===== config.mk =====
export PLATFORM = sky130hd
export DESIGN_NAME = fpra_front
export DESIGN_NICKNAME = d
export VERILOG_FILES = /design/src/hdl/free_page_range_allocator_unit_defines.svh /design/src/hdl/fpra_pkg.sv /design/src/hdl/fpra_front.sv
export SDC_FILE = /design/constraint.sdc
export NUM_CORES = 1
export LEC_CHECK = 0
export BUFFER_PORTS_ARGS = -buffer_cell sky130_fd_sc_hd__buf_2
export CORE_MARGIN = 4
export CORE_UTILIZATION = 47
export CTS_CLUSTER_SIZE = 25
export DETAILED_ROUTE_END_ITERATION = 10
export PLACE_DENSITY = 0.8
export SETUP_SLACK_MARGIN = 0.5
export SYNTH_ARGS = -nofsm -noshare
export SYNTH_HDL_FRONTEND = slang
export SYNTH_SLANG_ARGS = --single-unit

===== constraint.sdc =====
create_clock -name i_clk -period 4 [get_ports i_clk]
set_input_delay 0.4 -clock i_clk [delete_from_list [all_inputs] [get_ports i_clk]]
set_output_delay 0.4 -clock i_clk [all_outputs]
set_load 0.02 [all_outputs]

===== src/hdl/free_page_range_allocator_unit_defines.svh =====
// assertion macros for the free page range allocator
// used by the top level only
`ifndef FREE_PAGE_RANGE_ALLOCATOR_UNIT_DEFINES_SVH
`define FREE_PAGE_RANGE_ALLOCATOR_UNIT_DEFINES_SVH

// assert that an implication holds on every clock edge out of reset
`define FPRA_ASSERT_IMPL(label, clk, rst_n, cond, msg) \
    label: assert property (@(posedge clk) disable iff (!rst_n) cond) \
        else $error(msg);

// assert that a condition is never true
`define FPRA_ASSERT_NEVER(label, clk, rst_n, cond, msg) \
    label: assert property (@(posedge clk) disable iff (!rst_n) !(cond)) \
        else $error(msg);

`endif


===== src/hdl/fpra_pkg.sv =====
// shared types and codes for the free page range allocator
// no dependencies
`timescale 1ns / 1ps

package fpra_pkg;

    localparam int unsigned PAGE_NUMBER_BITS = 36;
    localparam int unsigned FIELD_BITS       = PAGE_NUMBER_BITS;

    localparam logic [1:0] ACT_ALLOC   = 2'd0;
    localparam logic [1:0] ACT_FREE    = 2'd1;
    localparam logic [1:0] ACT_ADD     = 2'd2;
    localparam logic [1:0] ACT_UNKNOWN = 2'd3;

    localparam logic [1:0] ST_OK      = 2'd0;
    localparam logic [1:0] ST_NO_PAGE = 2'd1;
    localparam logic [1:0] ST_FULL    = 2'd2;

    typedef struct packed {
        logic [1:0]            action;
        logic [FIELD_BITS-1:0] page_number;
        logic [FIELD_BITS-1:0] page_count;
    } t_in_item;

    typedef struct packed {
        logic [FIELD_BITS-1:0] granted_page;
        logic [1:0]            status;
    } t_out_item;

    typedef enum logic [3:0] {
        S_CLEAR,
        S_IDLE,
        S_ALLOC_RD,
        S_ALLOC_CHK,
        S_UP_RD,
        S_DOWN_RD,
        S_FREE_RD,
        S_HOLE_RD,
        S_ADD,
        S_REPLY
    } t_state;

endpackage


===== src/hdl/fpra_front.sv =====
// input stage: register the transaction and queue it
// depends on fpra_pkg
`timescale 1ns / 1ps

module fpra_front (
    input  logic                i_clk,
    input  logic                i_rst_n,
    input  logic                i_valid,
    output logic                o_stall,
    input  fpra_pkg::t_in_item  i_item,
    output logic                o_valid,
    input  logic                i_take,
    output fpra_pkg::t_in_item  o_item
);

    // two-entry queue
    fpra_pkg::t_in_item r_q [2];
    logic [1:0] r_cnt;
    logic       r_rd;
    logic       r_wr;
    logic w_push;
    logic w_pop;

    assign o_stall = (r_cnt == 2'd2);
    assign w_push  = i_valid && !o_stall;
    assign o_valid = (r_cnt != 2'd0);
    assign w_pop   = o_valid && i_take;
    assign o_item  = r_q[r_rd];

    always_ff @(posedge i_clk) begin
        if (!i_rst_n) begin
            r_cnt <= 2'd0;
            r_rd  <= 1'b0;
            r_wr  <= 1'b0;
        end else begin
            if (w_push) begin
                r_wr <= !r_wr;
            end
            if (w_pop) begin
                r_rd <= !r_rd;
            end
            r_cnt <= r_cnt + {1'b0, w_push} - {1'b0, w_pop};
        end
    end

    always_ff @(posedge i_clk) begin
        if (w_push) begin
            r_q[r_wr] <= i_item;
        end
    end

endmodule


Yosys cells after proc, flatten, opt, wreduce, memory -nomap -nowiden --
Memory sizes are Yosys's and may differ from the RTL's. A register that Yosys moved wholly into a read port is not among the register bits. Cells that the tools add are included.
Storage, ports and cells: bits in registers 4, bits in writable memories 148, output and inout bits 76, memories 1
Operators by class: add/subtract/negate cells 2, eq/ne operators 1, multiplexer cells 4, reduce and logical (&&, ||, !) cells 6
Memory list:
- r_q | words 2, width 74, read ports 1, clocked after memory_dff 1, write ports 1, RTL line fpra_front.sv:17 | fpra_pkg::t_in_item r_q [2];
Operator list (count):
- $mux W1 | 4
- $logic_not A1 Y1 | 3
- $add A2 B1 Y2 | 1
- $eq A2 B2 Y1 const B | 1
- $logic_and A1 B1 Y1 | 2
- $reduce_bool A2 Y1 | 1
- $sub A2 B1 Y2 | 1

Depth between registers and ports, before layout --
Gate-level depths: netlist of run 1.
depth in word-level cells 5, depth in mapped cells 8, mapped depth without buffers 8

Least setup slack after synthesis of run 1 --
Ideal clock, no wire load.
kind register -> register, start register r_cnt[0], end memory r_q[0][0] (netlist name), enable pin, arrival 3669 ps, data required time 3493 ps, setup slack -175 ps, cell stages (with the launch flop) 4, buffers on the path 0, clock period less this slack 4175 ps, path through dfxtp_1 > nand2b_1 > nand2_1 > nor2_1
On the way: word-level cells in the longest chain between the ends 5
RTL lines:
- start, declared | RTL line fpra_front.sv:18 | logic [1:0] r_cnt;
- start signal, assigned | RTL line fpra_front.sv:42 | r_cnt <= r_cnt + {1'b0, w_push} - {1'b0, w_pop};
- $eq A2 B2 Y1 | RTL line fpra_front.sv:24 | assign o_stall = (r_cnt == 2'd2);
- $logic_not A1 Y1 | RTL line fpra_front.sv:25 | assign w_push = i_valid && !o_stall;
- $logic_and A1 B1 Y1 | RTL line fpra_front.sv:25
- $mux W1 | RTL line fpra_front.sv:47 | if (w_push) begin
- $mux W1 (implied by the code) | RTL line fpra_front.sv:48 | r_q[r_wr] <= i_item;
- end, declared | RTL line fpra_front.sv:17
Every way passes these cells.

==> flow_summary_export.csv, run 1 <==
group,metric,value,unit
placed_design,place_worst_setup_slack,1.760,ns
cts,cts_tree,"done",
sta,skew,0.006145,ns
critical_path,slowest_delay,0.78,ns
power,swShare,27.81,%
cts,clock_latency,0.40,ns
die,num_rows,40,
placed_design,dp_hpwl,6486,um
power,p_int,3.573,mW
cts,cts_root_buf,"clkbuf_16",
detailed_routing,dr_total_vias,2842,
cts,cts_hold_buf,0,
synth,avgSynthCellArea,22.84,um^2
sta,max_freq,401.1,MHz
worst_hold_path,hold_path_class,"in -> reg",
power,p_comb_share,25.4,%
detailed_routing,totalWireLength,9788,um
synth,synth_common_cells,"148 x edfxtp_1, 60 x mux2_4, 14 x mux2_2, 7 x buf_6, 5 x dfxtp_1",
cts,cts_setup_buffers,0,
sta,fin_crit_sh,62.33,%
synth,async_flop_share,0,%
final_layout,drive_above_1_share,60.83,%
final_layout,area_delta_synth_final,26.17,%
detailed_routing,wl_per_cell,16.23,um
die,dieHeight,119.3,um
global_route,antenna_found_initial,1,
critical_path,cp_max_fo,39,
sta,rsz0062_at_grt,"no",
synth,synth_most_common_cell,"edfxtp_1",
synth,synth.top_cell.area_share,76.31,%
detailed_routing,first_iter_violations,158,
critical_path,slowest_stage,"dfxtp_4",
synth,yosys_most_used_dff,"edfxtp_1",
sta,slew_headroom,31.60,%
final_layout,fin_nets,501,
sta,period_minus_slack,2.493,ns
cts,cts_buffers,17,
critical_path,crit_required,3.60,ns
sta,finalSetupTns,0,ns
run,cap_violations,0,
detailed_routing,vias_per_cell,4.713,
sta,hold_viol,0,
die,io-pin-count,154,
status,outcome,"finished clean",
sta,final_max_slew_viol_count,0,
global_route,grt_max_degree,75,
power,power_density,673.5,mW/mm^2
detailed_routing,antenna_left,0,
final_layout,nFillCells,888,
sta,setup_viol,0,
cts,cts.sinks,153,
synth,synthDistinctLibCells,18,
power,fin_total_pwr,4.949,mW
cts,cts_buffer_depth,2,
synth,synth_nets,335,
critical_path,endpoint_kind,"primary output",
power,ir_drop,357.6,uV
synth,synth.area.top_cells,"edfxtp_1 76%, mux2_4 15%, mux2_2 2.7%, dfxtp_1 1.7%, buf_6 1.4%",
sta,tightest_slew,1.026,ns
critical_path,cp_cell_sequence,"buf_12, mux2_2, buf_2",
global_route,grt_first_pass_wirelength,15240,um
cts,htreeDepth,4,
placed_design,io_buffers,153,
worst_hold_path,worstHoldStart,"i_item[19]",
sta,setup_ws,1.507,ns
detailed_routing,dr.pass1.iters,4,
synth,synth-edff-count,148,
cts,post_cts_resized,0,
die,die_area,0.01424,mm^2
detailed_routing,drcViolationCount,0,
die,core_region_area,0.01206,mm^2
critical_path,critPathKind,"reg -> out",
final_layout,multi_input_area,0.001201,mm^2
global_route,grt_overflow_total,0,
synth,ys_warn_count,0,
power,p_seq_share,43.3,%
synth,ys_seq_area_share,78.02,%
power,switching_power,1.376,mW
final_layout,final_area,0.007348,mm^2
synth,syn-cell-area,0.005824,mm^2
power,p_leak,2.881,nW
critical_path,worstPathArrival,2.09,ns
power,clockPowerShare,31.4,%
die,fp.dieW,119.3,um
placed_design,dpl-instance-area,0.006760,mm^2
synth,yosys.area.top_type,"edfxtp_1",
placed_design,place.gp.congestion,0.7085,
synth,ys_seq_elements,153,
global_route,grt_pass1_vias,3106,
synth,synthCells,255,
critical_path,reg2reg_from,"r_cnt[0]$_SDFF_PN0_",
die,start_util,48.29,%
sta,whs,0.1801,ns
final_layout,register_area,0.004548,mm^2
critical_path,start_kind,"register",
cts,path_clk_slew,0.06,ns
global_route,grt_use_total,13.99,%
[power by group through the flow]
| stage | Combinational (mW) | Clock, mW | Sequential (mW) |
|---|---|---|---|
| finish | 1.26 | 1.55 | 2.14 |
| floorplan | 1.01 | 0 | 2.10 |
| global route | 1.34 | 1.66 | 2.17 |
| CTS | 1.28 | 1.59 | 2.15 |
| detailed placement | 1.28 | 0 | 2.18 |
| global placement | 1.26 | 0 | 2.17 |
[worst paths after layout]
| path | to | slack, ns | cells after the start |
|---|---|---|---|
| worst max-delay path | o_item[2] | 1.51 | 3 |
| worst min-delay path | r_q[1][19]$_DFFE_PP_ | 0.18 | 1 |
| worst max register to register | r_q[0][3]$_DFFE_PP_ | 1.79 | 4 |
| worst min register to register | register | 0.54 | 2 |
[routing by layer]
layer	GRT usage (%)	part of all wire, %
met3	6.600	7.3
met2	23.60	51
met4	4.939	1.4
met1	15.53	40
met5	0	0
[sequential cells by signal (all words and copies together), names as in the netlist, named ones only]
register  cells
r_wr          1
r_rd          1
r_q         148
r_cnt         2
[cell families after synthesis]
family / count (synthesis) / synth area share (%)
flip-flops: 153 / 78.02
multiplexers: 75 / 18.35
AND/OR/NAND/NOR: 11 / 1.053
buffers and inverters: 10 / 1.568
XOR/XNOR: 3 / 0.4512
adder cells (fa/ha/maj): 2 / 0.4296
AO/OA/AOI/OAI: 1 / 0.1289
[per-stage QoR]
step | std cells | utilization [%]
floorplan | 255 | -
global placement | 570 | 56.05
detailed placement | 570 | 56.05
CTS | 602 | 60.90
global route | 603 | 60.92
finish | 603 | 60.92
[critical path: cells and delay by family (launching register included)]
kind | cells | cell delay, ns
buffers and inverters | 2 | 0.51
DFF | 1 | 0.78
muxes | 1 | 0.37
[cell usage in the layout, fill, tap and decap left out]
cell type   netlist  layout
ha_1              2       2
bufinv_16         0       3
clkinv_2          0       7
edfxtp_1        148     148
and2_1            2       2
diode_2           0       1
dfxtp_4           0       1
nor2_4            0       1
inv_1             2       2
buf_4             0       1
nand2b_1          2       2
mux2_4           60      60
clkbuf_16         0      17
and3_4            0       1
clkbuf_1          0       1
xnor2_1           3       3
mux2i_1           1       1
buf_2             1     153
or2_2             1       1
buf_12            0       1
clkinvlp_4        0       3
nand2_1           2       2
mux2_2           14      14
clkinv_4          0       1
dfxtp_1           5       4
o21a_1            1       1
nor2b_1           2       2
[cell type report]
| type | instances | area share, % |
|---|---|---|
| timing repair buffer | 155 | 10.80 |
| clock buffer | 18 | 5.840 |
| inverter | 2 | 0.1022 |
| sequential | 153 | 61.89 |
| antenna | 1 | 0.03405 |
| clock inverter | 14 | 2.128 |
| multi-input combinational | 92 | 16.35 |
| tap | 168 | 2.861 |
Note: power is estimated with default switching activity, not from simulation.
==> run 2: changes to the inputs <==
clock period = 2.05 ns   (was 4 ns; I/O delays follow)
==> run 2 against run 1 <==
Effect of this change:
- worst hold slack got worse by 0.098 ns
- worst setup slack got worse by 1.3 ns
- clock power is 85% higher
- clock skew hardly changed
- combinational power grew to 2.7 times the previous value
- core utilization increased by 9.8 points
- global-route usage grew 2.7 points
- critical path depth is 2 higher
- flip-flop and latch count is the same
- critical endpoint is now o_item[1]
==> flow_summary_export.csv, run 2 (synthesis results as in run 1) <==
group,metric,value,unit
power,ir_drop,763.8,uV
sta,max_freq,553.0,MHz
worst_hold_path,hold_path_end,"r_cnt[0]$_SDFF_PN0_",
critical_path,path_buf_inv,4,
status,outcome,"finished clean",
critical_path,r2r_slack,0.52,ns
critical_path,critPathKind,"reg -> out",
critical_path,endpoint_kind,"primary output",
die,core_region_area,0.01206,mm^2
sta,tightest_slew,0.3853,ns
detailed_routing,drcViolationCount,0,
global_route,grt_pass1_vias,3537,
critical_path,crit_family,"buffers and inverters",
worst_hold_path,worstHoldStart,"i_rst_n",
critical_path,slowest_stage,"dfxtp_4",
die,io-pin-count,154,
cts,htreeDepth,4,
critical_path,reg2reg_from,"r_cnt[1]$_SDFF_PN0_",
cts,cts_tree,"done",
sta,period_minus_slack,1.808,ns
sta,final_max_slew_viol_count,0,
sta,rsz0062_at_grt,"yes",
critical_path,cp_cell_sequence,"buf_12, buf_12, buf_8, mux2_4, buf_6",
placed_design,dp_hpwl,6630,um
global_route,grt_use_total,16.66,%
critical_path,crit_required,1.85,ns
sta,finalSetupTns,0,ns
final_layout,largest_reg_flops,148,
cts,cts_buffer_depth,2,
sta,hold_viol,0,
run,cap_violations,0,
cts,path_clk_slew,0.05,ns
final_layout,final_cell_mix,"148 x edfxtp_1, 132 x buf_2, 74 x dlygate4sd3_1",
detailed_routing,wl_per_cell,17.11,um
global_route,grt_first_pass_wirelength,17950,um
final_layout,nFillCells,719,
final_layout,drive_above_1_share,54.08,%
final_layout,top_regs,"r_q x148, r_cnt x2",
detailed_routing,first_iter_violations,159,
final_layout,regMostFlops,"r_q",
sta,setup_ws,0.2416,ns
detailed_routing,totalWireLength,11910,um
final_layout,layout_commonest_cell,"edfxtp_1",
critical_path,cp_max_fo,6,
global_route,grt_overflow_total,0,
die,dieHeight,119.3,um
worst_hold_path,holdPathStages,2,
detailed_routing,antenna_left,0,
die,die_area,0.01424,mm^2
final_layout,fin_util,70.75,%
sta,slew_headroom,74.31,%
cts,clock_latency,0.41,ns
critical_path,slowest_delay,0.35,ns
placed_design,place_worst_setup_slack,0.4221,ns
die,fp.dieW,119.3,um
power,p_leak,3.371,nW
critical_path,worstPathArrival,1.60,ns
critical_path,r2r_end,"r_cnt[1]$_SDFF_PN0_",
detailed_routing,dr.pass1.iters,4,
cts,cts.sinks,153,
detailed_routing,dr_total_vias,3234,
critical_path,rr_worst_depth,7,
final_layout,multi_input_area,0.001264,mm^2
cts,cts_root_buf,"clkbuf_16",
sta,whs,0.08214,ns
power,power_density,1210,mW/mm^2
global_route,antenna_found_initial,1,
worst_hold_path,hold_path_class,"in -> reg",
placed_design,place.gp.congestion,0.6987,
final_layout,area_delta_synth_final,46.51,%
final_layout,register_area,0.004553,mm^2
power,fin_total_pwr,10.32,mW
sta,setup_viol,0,
die,start_util,48.29,%
sta,fin_crit_sh,88.21,%
sta,skew,0.006264,ns
placed_design,io_buffers,153,
detailed_routing,vias_per_cell,4.647,
critical_path,start_kind,"register",
critical_path,cpMostUsedCell,"buf_12",
global_route,grt_max_degree,40,
cts,cts_buffers,17,
die,num_rows,40,
final_layout,fin_nets,594,
-- run 2: cell count changes in the layout (fill, tap and decap cells not counted), moves of 3 or more --
| cell | change |
|---|---|
| buf_2 | -21 |
| buf_4 | +5 |
| buf_6 | +27 |
| clkbuf_16 | +4 |
| clkinv_1 | +6 |
| clkinv_2 | -3 |
| dlygate4sd3_1 | +74 |
-- run 2: report_power, final --
part	switching (mW)	leakage, nW	internal [mW]
registers	0.131	1.43	3.94
logic	1.66	1.68	1.73
clock network	1.11	0.265	1.75
total	2.90	3.37	7.42
-- run 2: cell type report --
cell class | instances | area share, %
Tap cell | 168 | 2.463
Clock buffer | 19 | 5.073
Sequential cell | 153 | 53.36
Inverter | 2 | 0.08798
Timing Repair Buffer | 248 | 22.89
Clock inverter | 13 | 1.290
Antenna cell | 1 | 0.02933
Multi-Input combinational cell | 92 | 14.81
-- run 2: worst max path at each step --
stage                              from             endpoint  slack, ns  depth (start not counted)
floorplan           r_cnt[0]$_SDFF_PN0_  r_q[0][0]$_DFFE_PP_       0.01                          3
global placement    r_cnt[1]$_SDFF_PN0_  r_cnt[1]$_SDFF_PN0_       0.49                          7
detailed placement  r_cnt[1]$_SDFF_PN0_  r_cnt[1]$_SDFF_PN0_       0.42                          7
CTS                            register            o_item[2]       0.20                          3
global route                   register           o_item[13]       0.18                          4
finish                         register            o_item[1]       0.24                          5
-- run 2: per-layer routing --
metal	track usage [%]	routed length, um	up-vias
met5	0	0	-
met4	7.158	214	0
met3	5.840	695	17
met2	29.46	6343	102
met1	18.06	4659	1588
li1	-	-	1527
-- run 2: through the flow --
stage,area [um^2],instances
floorplan,5849,255
global placement,6834,576
detailed placement,6834,576
CTS,8288,688
global route,8533,696
finish,8533,696
-- run 2: timing repair --
action,CTS,global route
setup endpoints to repair,75,183
pin swaps,4,6
hold buffers,74,0
endpoints found under the hold margin,148,0
setup buffers,6,3
gates resized for setup,29,32
cloned,0,4
==> run 3: changes to the inputs <==
BUFFER_PORTS_ARGS = -buffer_cell sky130_fd_sc_hd__buf_4   (was -buffer_cell sky130_fd_sc_hd__buf_2)
==> run 3 against run 2 <==
Effect of this change:
- flip-flop and latch count stayed put
- combinational power is 19% higher
- first-iteration DRC count is 16% higher
- worst setup slack better by 0.017 ns
- clock-buffer cell count stayed put
- cell count is 0.29% higher
==> flow_summary_export.csv, run 3 (synthesis results as in run 1) <==
group,metric,value,unit
die,die_area,0.01424,mm^2
critical_path,crit_family,"buffers and inverters",
final_layout,register_area,0.004553,mm^2
worst_hold_path,hold_path_class,"in -> reg",
die,io-pin-count,154,
placed_design,dp_hpwl,6962,um
detailed_routing,wl_per_cell,19.53,um
die,dieHeight,119.3,um
sta,rsz0062_at_grt,"yes",
cts,cts_tree,"done",
die,core_region_area,0.01206,mm^2
critical_path,cp_max_fo,6,
power,p_leak,3.602,nW
placed_design,place.gp.congestion,0.7223,
critical_path,rr_worst_depth,7,
detailed_routing,dr.pass1.iters,4,
critical_path,slowest_stage,"dfxtp_4",
sta,skew,0.01363,ns
critical_path,critPathKind,"reg -> out",
cts,clock_latency,0.42,ns
detailed_routing,dr_total_vias,3315,
critical_path,path_depth,4,
global_route,grt_use_total,18.68,%
final_layout,multi_input_area,0.001304,mm^2
status,outcome,"finished clean",
critical_path,endpoint_kind,"primary output",
global_route,grt_overflow_total,0,
detailed_routing,first_iter_violations,184,
die,num_rows,40,
final_layout,diodes,0,
final_layout,regMostFlops,"r_q",
worst_hold_path,holdPathStages,2,
detailed_routing,vias_per_cell,4.749,
final_layout,largest_reg_flops,148,
critical_path,worstPathArrival,1.59,ns
sta,max_freq,558.3,MHz
sta,fin_crit_sh,87.37,%
detailed_routing,totalWireLength,13630,um
sta,slew_headroom,76.97,%
critical_path,path_buf_inv,3,
cts,path_clk_slew,0.05,ns
detailed_routing,drcViolationCount,0,
final_layout,area_delta_synth_final,56.03,%
final_layout,drive_above_1_share,54.72,%
cts,cts_buffers,17,
final_layout,layout_commonest_cell,"edfxtp_1",
final_layout,top_regs,"r_q x148, r_cnt x2",
placed_design,dpl-instance-area,0.007227,mm^2
sta,hold_viol,0,
placed_design,io_buffers,153,
global_route,grt_pass1_vias,3725,
final_layout,nFillCells,651,
sta,period_minus_slack,1.791,ns
final_layout,final_area,0.009087,mm^2
cts,cts_root_buf,"clkbuf_16",
sta,final_max_slew_viol_count,0,
cts,cts.sinks,153,
global_route,grt_max_degree,41,
die,start_util,48.29,%
global_route,antenna_found_initial,0,
sta,whs,0.05645,ns
critical_path,crit_required,1.85,ns
critical_path,slowest_delay,0.40,ns
global_route,grt_first_pass_wirelength,19960,um
final_layout,fin_nets,598,
detailed_routing,antenna_left,0,
power,power_density,1209,mW/mm^2
critical_path,cp_cell_sequence,"buf_12, buf_6, mux2_4, buf_4",
critical_path,start_kind,"register",
die,fp.dieW,119.3,um
cts,htreeDepth,4,
sta,finalSetupTns,0,ns
sta,setup_viol,0,
sta,tightest_slew,0.3455,ns
run,cap_violations,0,
cts,cts_buffer_depth,2,
final_layout,final_cell_mix,"148 x edfxtp_1, 125 x buf_4, 74 x mux2_4, 74 x dlygate4sd3_1, 39 x buf_6",
power,ir_drop,860.6,uV
-- run 3: power by group --
part / switching (mW) / leakage [nW] / internal [mW]
combinational: 1.82 / 1.91 / 2.21
sequential: 0.144 / 1.43 / 3.94
clock: 1.12 / 0.268 / 1.75
total: 3.08 / 3.60 / 7.91
-- run 3: per-layer routing --
metal | GRT usage, % | routed length [um] | vias to the layer above
li1 | - | - | 1537
met5 | 0 | 0 | -
met2 | 33.63 | 7615 | 118
met3 | 6.268 | 755 | 9
met4 | 5.583 | 117 | 0
met1 | 20.99 | 5142 | 1651
-- run 3: path summary, 6_finish.rpt --
path	start	end	slack, ns
worst min register to register	r_rd$_SDFFE_PN0P_	r_rd$_SDFFE_PN0P_	0.56
worst max register to register	r_cnt[1]$_SDFF_PN0_	r_cnt[1]$_SDFF_PN0_	0.51
worst min-delay path	i_rst_n	r_cnt[0]$_SDFF_PN0_	0.06
worst max-delay path	register	o_item[48]	0.26
-- run 3: layout make-up --
cell class / count / area share [%]
inverter: 2 / 0.08261
clock inverter: 12 / 1.198
sequential: 153 / 50.10
clock buffer: 19 / 4.764
multi-input combinational: 92 / 14.35
tap: 168 / 2.313
timing repair buffer: 252 / 27.19
-- run 3: timing repair --
action	CTS	global route
setup buffers	9	0
hold endpoints to repair	148	0
hold buffers	74	0
gates resized for setup	14	53
gates cloned	5	5
setup endpoints to repair	75	114
pin swaps	6	0
-- run 3: through the flow --
step,power [mW],setup WS [ns],util (%),instances
after detailed placement,7.168,0.4206,59.92,574
after global routing,11.44,0.1953,75.34,698
after CTS,10.59,0.2183,72.78,693
final,10.99,0.2590,75.34,698
after global placement,7.093,0.4951,59.92,574
after floorplan,6.070,0.01048,-,255
